### config.mk
export PLATFORM = sky130hd
export DESIGN_NAME = scope_edge_trigger_capture_top_flat
export DESIGN_NICKNAME = d
export VERILOG_FILES = /design/src/rtl/setc_pkg.sv /design/src/rtl/setc_in_if.sv /design/src/rtl/setc_out_if.sv /design/src/rtl/scope_edge_trigger_capture_top.sv /design/src/flat_wrapper.sv
export SDC_FILE = /design/constraint.sdc
export NUM_CORES = 2
export LEC_CHECK = 0
export ABC_AREA = 0
export BUFFER_PORTS_ARGS = -buffer_cell sky130_fd_sc_hd__buf_2
export CAP_MARGIN = 20
export CORE_MARGIN = 2
export CORE_UTILIZATION = 45
export DETAILED_ROUTE_END_ITERATION = 10
export GPL_TIMING_DRIVEN = 0
export PLACE_DENSITY = 0.64
export SLEW_MARGIN = 10
export SYNTH_ARGS = -nofsm -noshare
export SYNTH_HDL_FRONTEND = slang
export SYNTH_SLANG_ARGS = --single-unit
export TNS_END_PERCENT = 5
### constraint.sdc
create_clock -name i_clk -period 6.3 [get_ports i_clk]
set_clock_uncertainty 0.2 [all_clocks]
set_input_delay 0.63 -clock i_clk [delete_from_list [all_inputs] [get_ports i_clk]]
set_output_delay 0.63 -clock i_clk [all_outputs]
set_load 0.02 [all_outputs]
### src/rtl/setc_pkg.sv
// Package for the scope edge trigger capture block.
// Holds the sequencer and trigger types, the field widths and the register and
// opcode codes. Used by the channel interfaces and the top level.
package setc_pkg;

    // Field widths fixed by the item formats.
    localparam int SAMPLE_W = 16;
    localparam int PIXEL_W  = 16;
    localparam int COL_BITS = 9;
    localparam int SOFF_W   = 11;
    localparam int HOLD_W   = 4;

    // Holdoff reload after a full screen.
    localparam logic [HOLD_W-1:0] HOLDOFF_RELOAD = 4'd15;

    // Input opcodes.
    localparam logic OP_SAMPLE = 1'b0;
    localparam logic OP_TICK   = 1'b1;

    // Result kinds.
    localparam logic KIND_COLUMN = 1'b0;
    localparam logic KIND_APPEND = 1'b1;

    // Mode register values.
    localparam logic MODE_FREE    = 1'b0;
    localparam logic MODE_TRIGGER = 1'b1;

    // Configuration register indexes.
    localparam logic [2:0] REG_MODE          = 3'd0;
    localparam logic [2:0] REG_PAUSED        = 3'd1;
    localparam logic [2:0] REG_TRIGGER_LEVEL = 3'd2;
    localparam logic [2:0] REG_SAMPLE_OFFSET = 3'd3;
    localparam logic [2:0] REG_GAIN_Q16      = 3'd4;
    localparam logic [2:0] REG_SCREEN_OFFSET = 3'd5;

    // Trigger phase: armed and searching, edge found in this packet, filling.
    typedef enum logic [1:0] {
        PH_ARMED = 2'd0,
        PH_EDGE  = 2'd1,
        PH_FILL  = 2'd2
    } t_phase;

    // Sequencer states.
    typedef enum logic [2:0] {
        ST_IDLE,
        ST_SRCH_RD,
        ST_SRCH_CMP,
        ST_READ,
        ST_SCALE,
        ST_MUL,
        ST_EMIT
    } t_state;

endpackage

### src/rtl/setc_in_if.sv
// Input channel of the scope edge trigger capture block: valid/ready plus
// the opcode and raw sample of one item. Depends on setc_pkg.
interface setc_in_if import setc_pkg::*; ();
    logic                valid;
    logic                ready;
    logic                opcode;
    logic [SAMPLE_W-1:0] sample;

    modport source (output valid, output opcode, output sample, input ready);
    modport sink   (input valid, input opcode, input sample, output ready);
endinterface

### src/rtl/setc_out_if.sv
// Result channel of the scope edge trigger capture block: valid/ready plus
// kind, column, pixel value and last flag of one item. Depends on setc_pkg.
interface setc_out_if import setc_pkg::*; ();
    logic                valid;
    logic                ready;
    logic                out_kind;
    logic [COL_BITS-1:0] screen_column;
    logic [PIXEL_W-1:0]  pixel_value;
    logic                last;

    modport source (output valid, output out_kind, output screen_column,
                    output pixel_value, output last, input ready);
    modport sink   (input valid, input out_kind, input screen_column,
                    input pixel_value, input last, output ready);
endinterface

### src/rtl/scope_edge_trigger_capture_top.sv
// Top level of the scope edge trigger capture block.
// Depends on setc_pkg, setc_in_if and setc_out_if.
//
// Usage: i_in carries sample items and idle poll ticks. Samples collect in a
// packet memory of PACKET_SAMPLES entries. The sample that completes a packet
// starts a run: in free mode, unless paused, every sample is scaled and sent
// as an append; in trigger mode the packet is searched for a rising edge
// through the trigger level and samples from the edge on go to increasing
// screen columns, over later packets, until SCREEN_WIDTH columns are written.
// Then the trigger rearms and a holdoff of 15 ticks drops packets. Results
// leave on o_out. A tick or a sample that does not complete a packet
// leaves the block idle. A completing sample runs an edge search over
// up to PACKET_SAMPLES-2 positions (two memory reads, then one compare
// per position), then per result a memory read, subtract, multiply
// and offset add into the output register.
// Configuration is written over the APB port, one register per word.
// Reset clears the packet fill, the trigger state and the holdoff, and loads
// the register reset values. A stalled receiver holds the output register
// and stops the run; the next input item is taken once the run is over, even
// while the final result still waits.
module scope_edge_trigger_capture_top import setc_pkg::*; #(
    parameter int SCREEN_WIDTH   = 512,
    parameter int PACKET_SAMPLES = 32
) (
    input  logic        i_clk,
    input  logic        i_rst_n,
    setc_in_if.sink     i_in,
    setc_out_if.source  o_out,
    input  logic        psel,
    input  logic        penable,
    input  logic        pwrite,
    input  logic [4:0]  paddr,
    input  logic [31:0] pwdata,
    output logic [31:0] prdata,
    output logic        pready
);

    localparam int IDX_W   = $clog2(PACKET_SAMPLES);
    localparam int COL_RAW = $clog2(SCREEN_WIDTH + PACKET_SAMPLES);
    localparam int COL_W   = (COL_RAW > COL_BITS) ? COL_RAW : COL_BITS;

    localparam logic [IDX_W-1:0] IDX_LAST      = IDX_W'(PACKET_SAMPLES - 1);
    localparam logic [IDX_W-1:0] IDX_SRCH_LAST = IDX_W'(PACKET_SAMPLES - 3);
    localparam logic [IDX_W-1:0] IDX_TWO       = IDX_W'(2);
    localparam logic [IDX_W-1:0] IDX_ONE       = IDX_W'(1);
    localparam logic [COL_W-1:0] COL_SW        = COL_W'(SCREEN_WIDTH);
    localparam logic [COL_W-1:0] COL_SW_M1     = COL_W'(SCREEN_WIDTH - 1);

    // Configuration registers.
    logic                r_mode;
    logic                r_paused;
    logic [SAMPLE_W-1:0] r_level;
    logic [SAMPLE_W-1:0] r_soff;
    logic [SAMPLE_W-1:0] r_gain;
    logic [SOFF_W-1:0]   r_screen_off;

    // Control state.
    t_state           r_state, n_state;
    t_phase           r_phase, n_phase;
    logic [IDX_W-1:0] r_fill, n_fill;
    logic [IDX_W-1:0] r_idx, n_idx;
    logic [COL_W-1:0] r_col, n_col;
    logic [HOLD_W-1:0] r_holdoff, n_holdoff;
    logic             r_kind, n_kind;
    logic             r_out_valid, n_out_valid;

    // Datapath registers.
    logic [SAMPLE_W-1:0] r_rd_a, r_rd_b;
    logic [SAMPLE_W-1:0] r_diff, n_diff;
    logic [PIXEL_W-1:0]  r_prod, n_prod;
    logic                r_out_kind, n_out_kind;
    logic [COL_BITS-1:0] r_out_col, n_out_col;
    logic [PIXEL_W-1:0]  r_out_pixel, n_out_pixel;
    logic                r_out_last, n_out_last;

    // Packet memory.
    logic [SAMPLE_W-1:0] r_mem [PACKET_SAMPLES];

    logic                cfg_wr;
    logic [2:0]          cfg_idx;
    logic                in_take;
    logic                pkt_done;
    logic                col_over;
    logic                edge_hit;
    logic                out_free;
    logic                idx_last;
    logic                fill_full;
    logic                is_last;
    logic [IDX_W-1:0]    rd_addr_a;
    logic [IDX_W-1:0]    rd_addr_b;
    logic [31:0]         prod_full;

    // Handshake and status terms.
    assign cfg_wr    = psel && penable && pwrite;
    assign cfg_idx   = paddr[4:2];
    assign pready    = 1'b1;
    assign in_take   = i_in.valid && i_in.ready;
    assign pkt_done  = (r_fill == IDX_LAST);
    assign col_over  = (r_col >= COL_SW);
    assign edge_hit  = (r_rd_a <= r_level) && (r_rd_b >= r_level);
    assign out_free  = !r_out_valid || o_out.ready;
    assign idx_last  = (r_idx == IDX_LAST);
    assign fill_full = (r_kind == KIND_COLUMN) && (r_phase == PH_FILL)
                       && (r_col >= COL_SW_M1);
    assign is_last   = idx_last || fill_full;
    assign rd_addr_a = r_idx;
    assign rd_addr_b = (r_state == ST_SRCH_RD) ? (r_idx + IDX_TWO) : r_idx;
    assign prod_full = 32'(r_diff) * 32'(r_gain);

    // Ports.
    assign i_in.ready          = (r_state == ST_IDLE);
    assign o_out.valid         = r_out_valid;
    assign o_out.out_kind      = r_out_kind;
    assign o_out.screen_column = r_out_col;
    assign o_out.pixel_value   = r_out_pixel;
    assign o_out.last          = r_out_last;

    // Register read-back.
    always_comb begin
        unique case (cfg_idx)
            REG_MODE:          prdata = 32'(r_mode);
            REG_PAUSED:        prdata = 32'(r_paused);
            REG_TRIGGER_LEVEL: prdata = 32'(r_level);
            REG_SAMPLE_OFFSET: prdata = 32'(r_soff);
            REG_GAIN_Q16:      prdata = 32'(r_gain);
            REG_SCREEN_OFFSET: prdata = 32'(r_screen_off);
            default:           prdata = 32'd0;
        endcase
    end

    // Sequencer next state.
    always_comb begin
        n_state = r_state;
        unique case (r_state)
            ST_IDLE: begin
                if (in_take && (i_in.opcode == OP_SAMPLE) && pkt_done) begin
                    if (r_mode == MODE_FREE) begin
                        if (!r_paused) begin
                            n_state = ST_READ;
                        end
                    end else if (r_holdoff == '0) begin
                        if (r_phase == PH_ARMED) begin
                            n_state = ST_SRCH_RD;
                        end else if (!col_over) begin
                            n_state = ST_READ;
                        end
                    end
                end
            end
            ST_SRCH_RD: n_state = ST_SRCH_CMP;
            ST_SRCH_CMP: begin
                priority if (edge_hit) begin
                    n_state = ST_READ;
                end else if (r_idx == IDX_SRCH_LAST) begin
                    n_state = ST_IDLE;
                end else begin
                    n_state = ST_SRCH_RD;
                end
            end
            ST_READ:  n_state = ST_SCALE;
            ST_SCALE: n_state = ST_MUL;
            ST_MUL:   n_state = ST_EMIT;
            ST_EMIT: begin
                if (out_free) begin
                    n_state = is_last ? ST_IDLE : ST_READ;
                end
            end
            default: n_state = ST_IDLE;
        endcase
    end

    // Datapath and trigger state updates.
    always_comb begin
        n_fill      = r_fill;
        n_idx       = r_idx;
        n_kind      = r_kind;
        n_phase     = r_phase;
        n_col       = r_col;
        n_holdoff   = r_holdoff;
        n_diff      = r_diff;
        n_prod      = r_prod;
        n_out_valid = r_out_valid;
        n_out_kind  = r_out_kind;
        n_out_col   = r_out_col;
        n_out_pixel = r_out_pixel;
        n_out_last  = r_out_last;

        // The receiver frees the output register.
        if (r_out_valid && o_out.ready) begin
            n_out_valid = 1'b0;
        end

        unique case (r_state)
            ST_IDLE: begin
                if (in_take && (i_in.opcode == OP_TICK)) begin
                    // Ticks count the holdoff down in trigger mode only.
                    if ((r_mode == MODE_TRIGGER) && (r_holdoff != '0)) begin
                        n_holdoff = r_holdoff - HOLD_W'(1);
                    end
                end else if (in_take) begin
                    n_fill = pkt_done ? '0 : (r_fill + IDX_ONE);
                    n_idx  = '0;
                    n_kind = (r_mode == MODE_FREE) ? KIND_APPEND : KIND_COLUMN;
                    // A full screen found at packet start rearms with no result.
                    if (pkt_done && (r_mode == MODE_TRIGGER) && (r_holdoff == '0)
                        && (r_phase != PH_ARMED) && col_over) begin
                        n_phase   = PH_ARMED;
                        n_col     = '0;
                        n_holdoff = HOLDOFF_RELOAD;
                    end
                end
            end
            ST_SRCH_RD: begin
            end
            ST_SRCH_CMP: begin
                // An edge at position p starts the writes at p-1.
                if (edge_hit) begin
                    n_idx   = r_idx + IDX_ONE;
                    n_phase = PH_EDGE;
                end else if (r_idx != IDX_SRCH_LAST) begin
                    n_idx = r_idx + IDX_ONE;
                end
            end
            ST_READ: begin
            end
            ST_SCALE: begin
                n_diff = (r_rd_a >= r_soff) ? (r_rd_a - r_soff) : '0;
            end
            ST_MUL: begin
                n_prod = prod_full[31:16];
            end
            ST_EMIT: begin
                if (out_free) begin
                    n_out_valid = 1'b1;
                    n_out_kind  = r_kind;
                    n_out_col   = (r_kind == KIND_COLUMN) ? r_col[COL_BITS-1:0] : '0;
                    n_out_pixel = r_prod + {{(PIXEL_W - SOFF_W){r_screen_off[SOFF_W-1]}},
                                            r_screen_off};
                    n_out_last  = is_last;
                    n_idx       = r_idx + IDX_ONE;
                    if (r_kind == KIND_COLUMN) begin
                        n_col = r_col + COL_W'(1);
                        if (is_last) begin
                            // Screen full with samples left: rearm and drop them.
                            if (fill_full && !idx_last) begin
                                n_phase   = PH_ARMED;
                                n_col     = '0;
                                n_holdoff = HOLDOFF_RELOAD;
                            end else if (r_phase == PH_EDGE) begin
                                n_phase = PH_FILL;
                            end
                        end
                    end
                end
            end
            default: begin
            end
        endcase
    end

    // Control registers and configuration.
    always_ff @(posedge i_clk) begin
        if (!i_rst_n) begin
            r_state      <= ST_IDLE;
            r_phase      <= PH_ARMED;
            r_fill       <= '0;
            r_idx        <= '0;
            r_col        <= '0;
            r_holdoff    <= '0;
            r_kind       <= KIND_APPEND;
            r_out_valid  <= 1'b0;
            r_mode       <= MODE_FREE;
            r_paused     <= 1'b0;
            r_level      <= SAMPLE_W'(99);
            r_soff       <= '0;
            r_gain       <= SAMPLE_W'(512);
            r_screen_off <= '0;
        end else begin
            r_state     <= n_state;
            r_phase     <= n_phase;
            r_fill      <= n_fill;
            r_idx       <= n_idx;
            r_col       <= n_col;
            r_holdoff   <= n_holdoff;
            r_kind      <= n_kind;
            r_out_valid <= n_out_valid;
            if (cfg_wr && pready) begin
                unique case (cfg_idx)
                    REG_MODE:          r_mode       <= pwdata[0];
                    REG_PAUSED:        r_paused     <= pwdata[0];
                    REG_TRIGGER_LEVEL: r_level      <= pwdata[SAMPLE_W-1:0];
                    REG_SAMPLE_OFFSET: r_soff       <= pwdata[SAMPLE_W-1:0];
                    REG_GAIN_Q16:      r_gain       <= pwdata[SAMPLE_W-1:0];
                    REG_SCREEN_OFFSET: r_screen_off <= pwdata[SOFF_W-1:0];
                    default: begin
                    end
                endcase
            end
        end
    end

    // Payload registers.
    always_ff @(posedge i_clk) begin
        r_diff      <= n_diff;
        r_prod      <= n_prod;
        r_out_kind  <= n_out_kind;
        r_out_col   <= n_out_col;
        r_out_pixel <= n_out_pixel;
        r_out_last  <= n_out_last;
    end

    // Packet memory: one write port, two registered read ports.
    always_ff @(posedge i_clk) begin
        if (in_take && (i_in.opcode == OP_SAMPLE)) begin
            r_mem[r_fill] <= i_in.sample;
        end
        r_rd_a <= r_mem[rd_addr_a];
        r_rd_b <= r_mem[rd_addr_b];
    end

endmodule

### src/flat_wrapper.sv
// flat-port wrapper written by rule: the top's interface ports become plain ports
module scope_edge_trigger_capture_top_flat import setc_pkg::*;
#(
    parameter int SCREEN_WIDTH   = 512,
    parameter int PACKET_SAMPLES = 32
)
  (i_clk, i_rst_n, psel, penable, pwrite, paddr, pwdata, prdata, pready, i_in_valid, i_in_opcode, i_in_sample, i_in_ready, o_out_valid, o_out_out_kind, o_out_screen_column, o_out_pixel_value, o_out_last, o_out_ready);
  setc_in_if i_in_i ();
  setc_out_if o_out_i ();
  input  logic i_clk;
  input  logic i_rst_n;
  input  logic psel;
  input  logic penable;
  input  logic pwrite;
  input  logic [4:0] paddr;
  input  logic [31:0] pwdata;
  output logic [31:0] prdata;
  output logic pready;
  input wire logic [$bits(i_in_i.valid)-1:0] i_in_valid;
  input wire logic [$bits(i_in_i.opcode)-1:0] i_in_opcode;
  input wire logic [$bits(i_in_i.sample)-1:0] i_in_sample;
  output wire logic [$bits(i_in_i.ready)-1:0] i_in_ready;
  output wire logic [$bits(o_out_i.valid)-1:0] o_out_valid;
  output wire logic [$bits(o_out_i.out_kind)-1:0] o_out_out_kind;
  output wire logic [$bits(o_out_i.screen_column)-1:0] o_out_screen_column;
  output wire logic [$bits(o_out_i.pixel_value)-1:0] o_out_pixel_value;
  output wire logic [$bits(o_out_i.last)-1:0] o_out_last;
  input wire logic [$bits(o_out_i.ready)-1:0] o_out_ready;
  assign i_in_i.valid = i_in_valid;
  assign i_in_i.opcode = i_in_opcode;
  assign i_in_i.sample = i_in_sample;
  assign i_in_ready = i_in_i.ready;
  assign o_out_valid = o_out_i.valid;
  assign o_out_out_kind = o_out_i.out_kind;
  assign o_out_screen_column = o_out_i.screen_column;
  assign o_out_pixel_value = o_out_i.pixel_value;
  assign o_out_last = o_out_i.last;
  assign o_out_i.ready = o_out_ready;
  scope_edge_trigger_capture_top #(.SCREEN_WIDTH(SCREEN_WIDTH), .PACKET_SAMPLES(PACKET_SAMPLES)) u_core (.i_clk(i_clk), .i_rst_n(i_rst_n), .i_in(i_in_i), .o_out(o_out_i), .psel(psel), .penable(penable), .pwrite(pwrite), .paddr(paddr), .pwdata(pwdata), .prdata(prdata), .pready(pready));
endmodule
==> out/qor.csv <==
stage,metric,value,unit
run_status,status,"complete, but fails checks",
run_status,failed_checks,negative setup slack,
cells_and_area,fin_area,0.0463,mm²
global_routing,overflow,0,
worst_setup_path,crit_top_cell,fa_1,
global_routing,grt_first_pass_wirelength,175000,µm
flow_run,drv_cap,0,
clock_network,clock-sinks,695,
worst_setup_path,r2r_cells,20,
clock_network,cts-root-buf,clkbuf_16,
floorplan,core,0.0897,mm²
pwr,power_per_cell_area,240,mW/mm²
logic_synthesis,synth_edf_count,571,
global_routing,grt_antenna_before_repair,4,
worst_setup_path,crit_slowest_cell,fa_1,
cells_and_area,nets,3546,
sta,slew_viol_final,0,
clock_network,clock_latency,630,ps
clock_network,ctsLongestPathBuffers,3,
pwr,total_power,11.1,mW
global_routing,grt_pass1_vias,27200,
worst_setup_path,r2r-end,u_core.r_prod[14],
logic_synthesis,ys_seq_area_frac,0.483,
place,place_ws,-1440,ps
detailed_routing,wl_per_cell,27.1,µm
worst_setup_path,arrival,6990,ps
worst_setup_path,r2r_start,u_core.r_diff[1],
logic_synthesis,synthDistinctLibCells,65,
floorplan,die_y,305,µm
cells_and_area,synthToLayoutAreaGrowth,13.8,%
detailed_routing,drtIter0Drc,2960,
hold_path,holdCritStartpoint,pwdata[10],
sta,finalWorstSetupSlack,-495,ps
global_routing,groute.usage.overall,0.255,
pwr,leakagePower,16.8,nW
clock_network,htree_levels,3,
floorplan,rows,110,
detailed_routing,dr.pass1.iters,6,
hold_path,min_to,u_core.r_gain[10],
detailed_routing,ant_nets,0,
cells_and_area,multi_input_area,0.0196,mm²
logic_synthesis,syn_area,0.0407,mm²
worst_setup_path,path_cells,clkbuf_2 > and2_1 > fa_1 > fa_1 > fa_1 > fa_1 > fa_1 > inv_1 > fa_1 > inv_1 > ha_1 > nand3_2 > o22ai_2 > or3b_1 > o211ai_1 > buf_4 > a21oi_4 > o21a_1 > or4b_4 > o311ai_4,
logic_synthesis,synth_top_cell_area_share,0.422,
logic_synthesis,postSynthCellCount,2865,
detailed_routing,drcViolationCount,0,
sta,max-slew-margin-rel,0.164,
floorplan,ios,123,
place,place_inst,4186,
floorplan,die-area,0.0928,mm²
logic_synthesis,synth_warnings,0,
logic_synthesis,synth.largest_area_cell,edfxtp_1,
logic_synthesis,synthArstFlopShare,0,
sta,finalSetupViolCount,8,
pwr,vdd_drop_max,0.208,mV
logic_synthesis,synthFlopType,edfxtp_1,
detailed_routing,drt-total-wl,118000,µm
worst_setup_path,worstPathMaxFanout,10,
logic_synthesis,synth_seq_cells,695,
sta,finalCritPeriodShare,1.08,
worst_setup_path,r2r_slack,-500,ps
floorplan,initial_core_util,0.453,
clock_network,clk_pin_slew,70,ps
hold_path,holdCritPathClass,primary input to register,
place,portBuffers,85,
worst_setup_path,slowest_delay,540,ps
worst_setup_path,cp-start-kind,register,
global_routing,grt_max_degree,33,
sta,tightestPinTransition,1250,ps
detailed_routing,routed_via_density,6.12,
logic_synthesis,synth_area_leaders,"edfxtp_1, mux4_2, fa_1",
clock_network,cts_hold_buf,0,
cells_and_area,n_fill_cell,7395,
sta,period_minus_slack,6800,ps
place,dp_hpwl,88700,µm
cells_and_area,drive_above_1_share,0.240,
worst_setup_path,required,6500,ps
sta,rsz0062_at_grt,yes,
clock_network,cts_tree,yes,
logic_synthesis,syn_area_per_cell,14.2,µm²
cells_and_area,finalNonFillerCells,4340,
sta,max_freq,0.147,GHz
detailed_routing,vias,26600,
hold_path,whs_path_depth,3,
place,place.gp.congestion,0.921,
place,placed_cell_area,0.0434,mm²
worst_setup_path,endpoint_kind,register,
cells_and_area,ff_latch_area,0.0196,mm²
clock_network,cts-buffers-inserted,68,
sta,finalHoldViolCount,0,
worst_setup_path,crit_type,register to register,
floorplan,die_w,305,µm
## worst max path at each step
stage                 startpoint           endpoint  slack, ps
5_1_grt         u_core.r_diff[8]  u_core.r_prod[14]       -680
6_report        u_core.r_diff[1]  u_core.r_prod[14]       -500
3_3_place_gp   u_core.r_gain[11]  u_core.r_prod[14]      -1290
4_1_cts         u_core.r_diff[6]  u_core.r_prod[14]       -480
2_1_floorplan  u_core.r_diff[11]  u_core.r_prod[14]          1
3_5_place_dp    u_core.r_gain[6]  u_core.r_prod[14]      -1440
## synthesized netlist by cell type (4+ instances only)
master	instances
or2_2	4
nor3_1	25
or3_1	6
mux2i_1	45
nand3_1	25
ha_1	176
a21boi_0	52
and3_1	6
buf_1	27
a21oi_1	46
a21o_1	18
nor2_1	124
o31ai_1	4
edfxtp_1	571
inv_1	282
mux4_2	320
fa_1	195
nand4_1	15
nor2b_1	36
o21a_1	12
and2_1	115
and4_1	5
buf_2	9
nand3b_1	4
o211ai_1	10
nand2b_1	9
a31oi_1	6
buf_4	17
o22ai_1	11
o21ai_0	36
a211oi_1	7
mux2_2	32
xor2_1	17
xnor2_1	30
nand2_1	286
clkbuf_1	111
dfxtp_1	124
## state kept, by name, indices dropped and copies added, names as in the netlist, 5 cells and up
name,cells
u_core.r_gain,16
u_core.r_fill,5
u_core.r_rd_b,16
u_core.r_soff,16
u_core.r_rd_a,16
u_core.r_idx,5
u_core.r_screen_off,11
u_core.r_prod,16
u_core.r_diff,16
u_core.o_out.pixel_value,16
u_core.r_mem,512
u_core.r_col,10
u_core.o_out.screen_column,9
u_core.r_level,16
## per-layer routing
metal	wire, µm	share of wire	GRT usage
met1	45100	0.38	0.331
met2	56700	0.48	0.421
met3	11900	0.10	0.0665
met4	3860	0.033	0.0770
met5	56	0.00048	0
## kinds of logic after synthesis
kind of cell               count (synthesis)  share of synthesized area
DFF                                      695                      0.483
and+or+nand+nor                          674                     0.0779
buffers and inverters                    447                     0.0433
muxes                                    397                      0.197
adders and majority gates                371                      0.150
AOI/OAI and AO/OA                        232                     0.0388
xor gates and xnor gates                  47                     0.0101
other                                      2                   0.000185
## critical path: cells and delay by family (launching register included)
family	cells	cell delay, ps
adder cells (fa/ha/maj)	7	3270
AND/OR/NAND/NOR	4	1310
AO/OA/AOI/OAI	5	730
buffers and inverters	4	560
flip-flops	1	500
## power breakdown
part | switching [mW] | total [mW] | internal, mW
registers | 0.0586 | 5.11 | 5.05
clock network | 1.78 | 4.06 | 2.28
logic | 1.06 | 1.95 | 0.887
## stage by stage
stage	util	hold slack [ps]	TNS, ps
3_5_place_dp	0.484	278	-12470
2_1_floorplan	-	237	0
6_report	0.516	107	-2350
5_1_grt	0.516	96.0	-4530
3_3_place_gp	0.476	250	-11340
4_1_cts	0.513	86.7	-2000
## cell usage in the layout (no fill, tap or decap), types with 13 or more instances in the layout
cell type  netlist  final
ha_1           176    173
clkinv_1         0     13
xor2_1          17     16
nand2_1        286    286
dfxtp_1        124    118
mux4_2         320    320
buf_8            0     50
clkbuf_16        0     70
buf_2            9     96
conb_1           2     17
mux2_2          32     32
and2_1         115    110
nor2_1         124     89
nand3_1         25     24
edfxtp_1       571    571
xnor2_1         30     28
buf_1           27     26
buf_4           17     40
inv_1          282    279
a21oi_1         46     41
clkbuf_8         0     17
clkbuf_4         0     13
nor3_1          25     25
fa_1           195    193
a21boi_0        52     52
nor2b_1         36     36
clkbuf_1       111     84
a21o_1          18     18
mux2i_1         45     45
nor2_2           0     34
nand4_1         15     15
o21ai_0         36     36
## repair_timing
| item | CTS | global route |
|---|---|---|
| buffers inserted | 18 | 4 |
| resized for setup | 98 | 20 |
| pin swaps | 23 | 13 |
| setup endpoints to repair | 15 | 15 |
| cloned | 1 | 0 |
## cell type report
class	instances	share of cell area
antenna	2	0.000108
buffer	165	0.0207
clock buffer	83	0.0395
clock inverter	35	0.00711
inverter	282	0.0229
multi-input combinational	1738	0.423
sequential	695	0.424
tap	1176	0.0318
timing repair buffer	164	0.0301
Power figures use the tool's default switching activity.
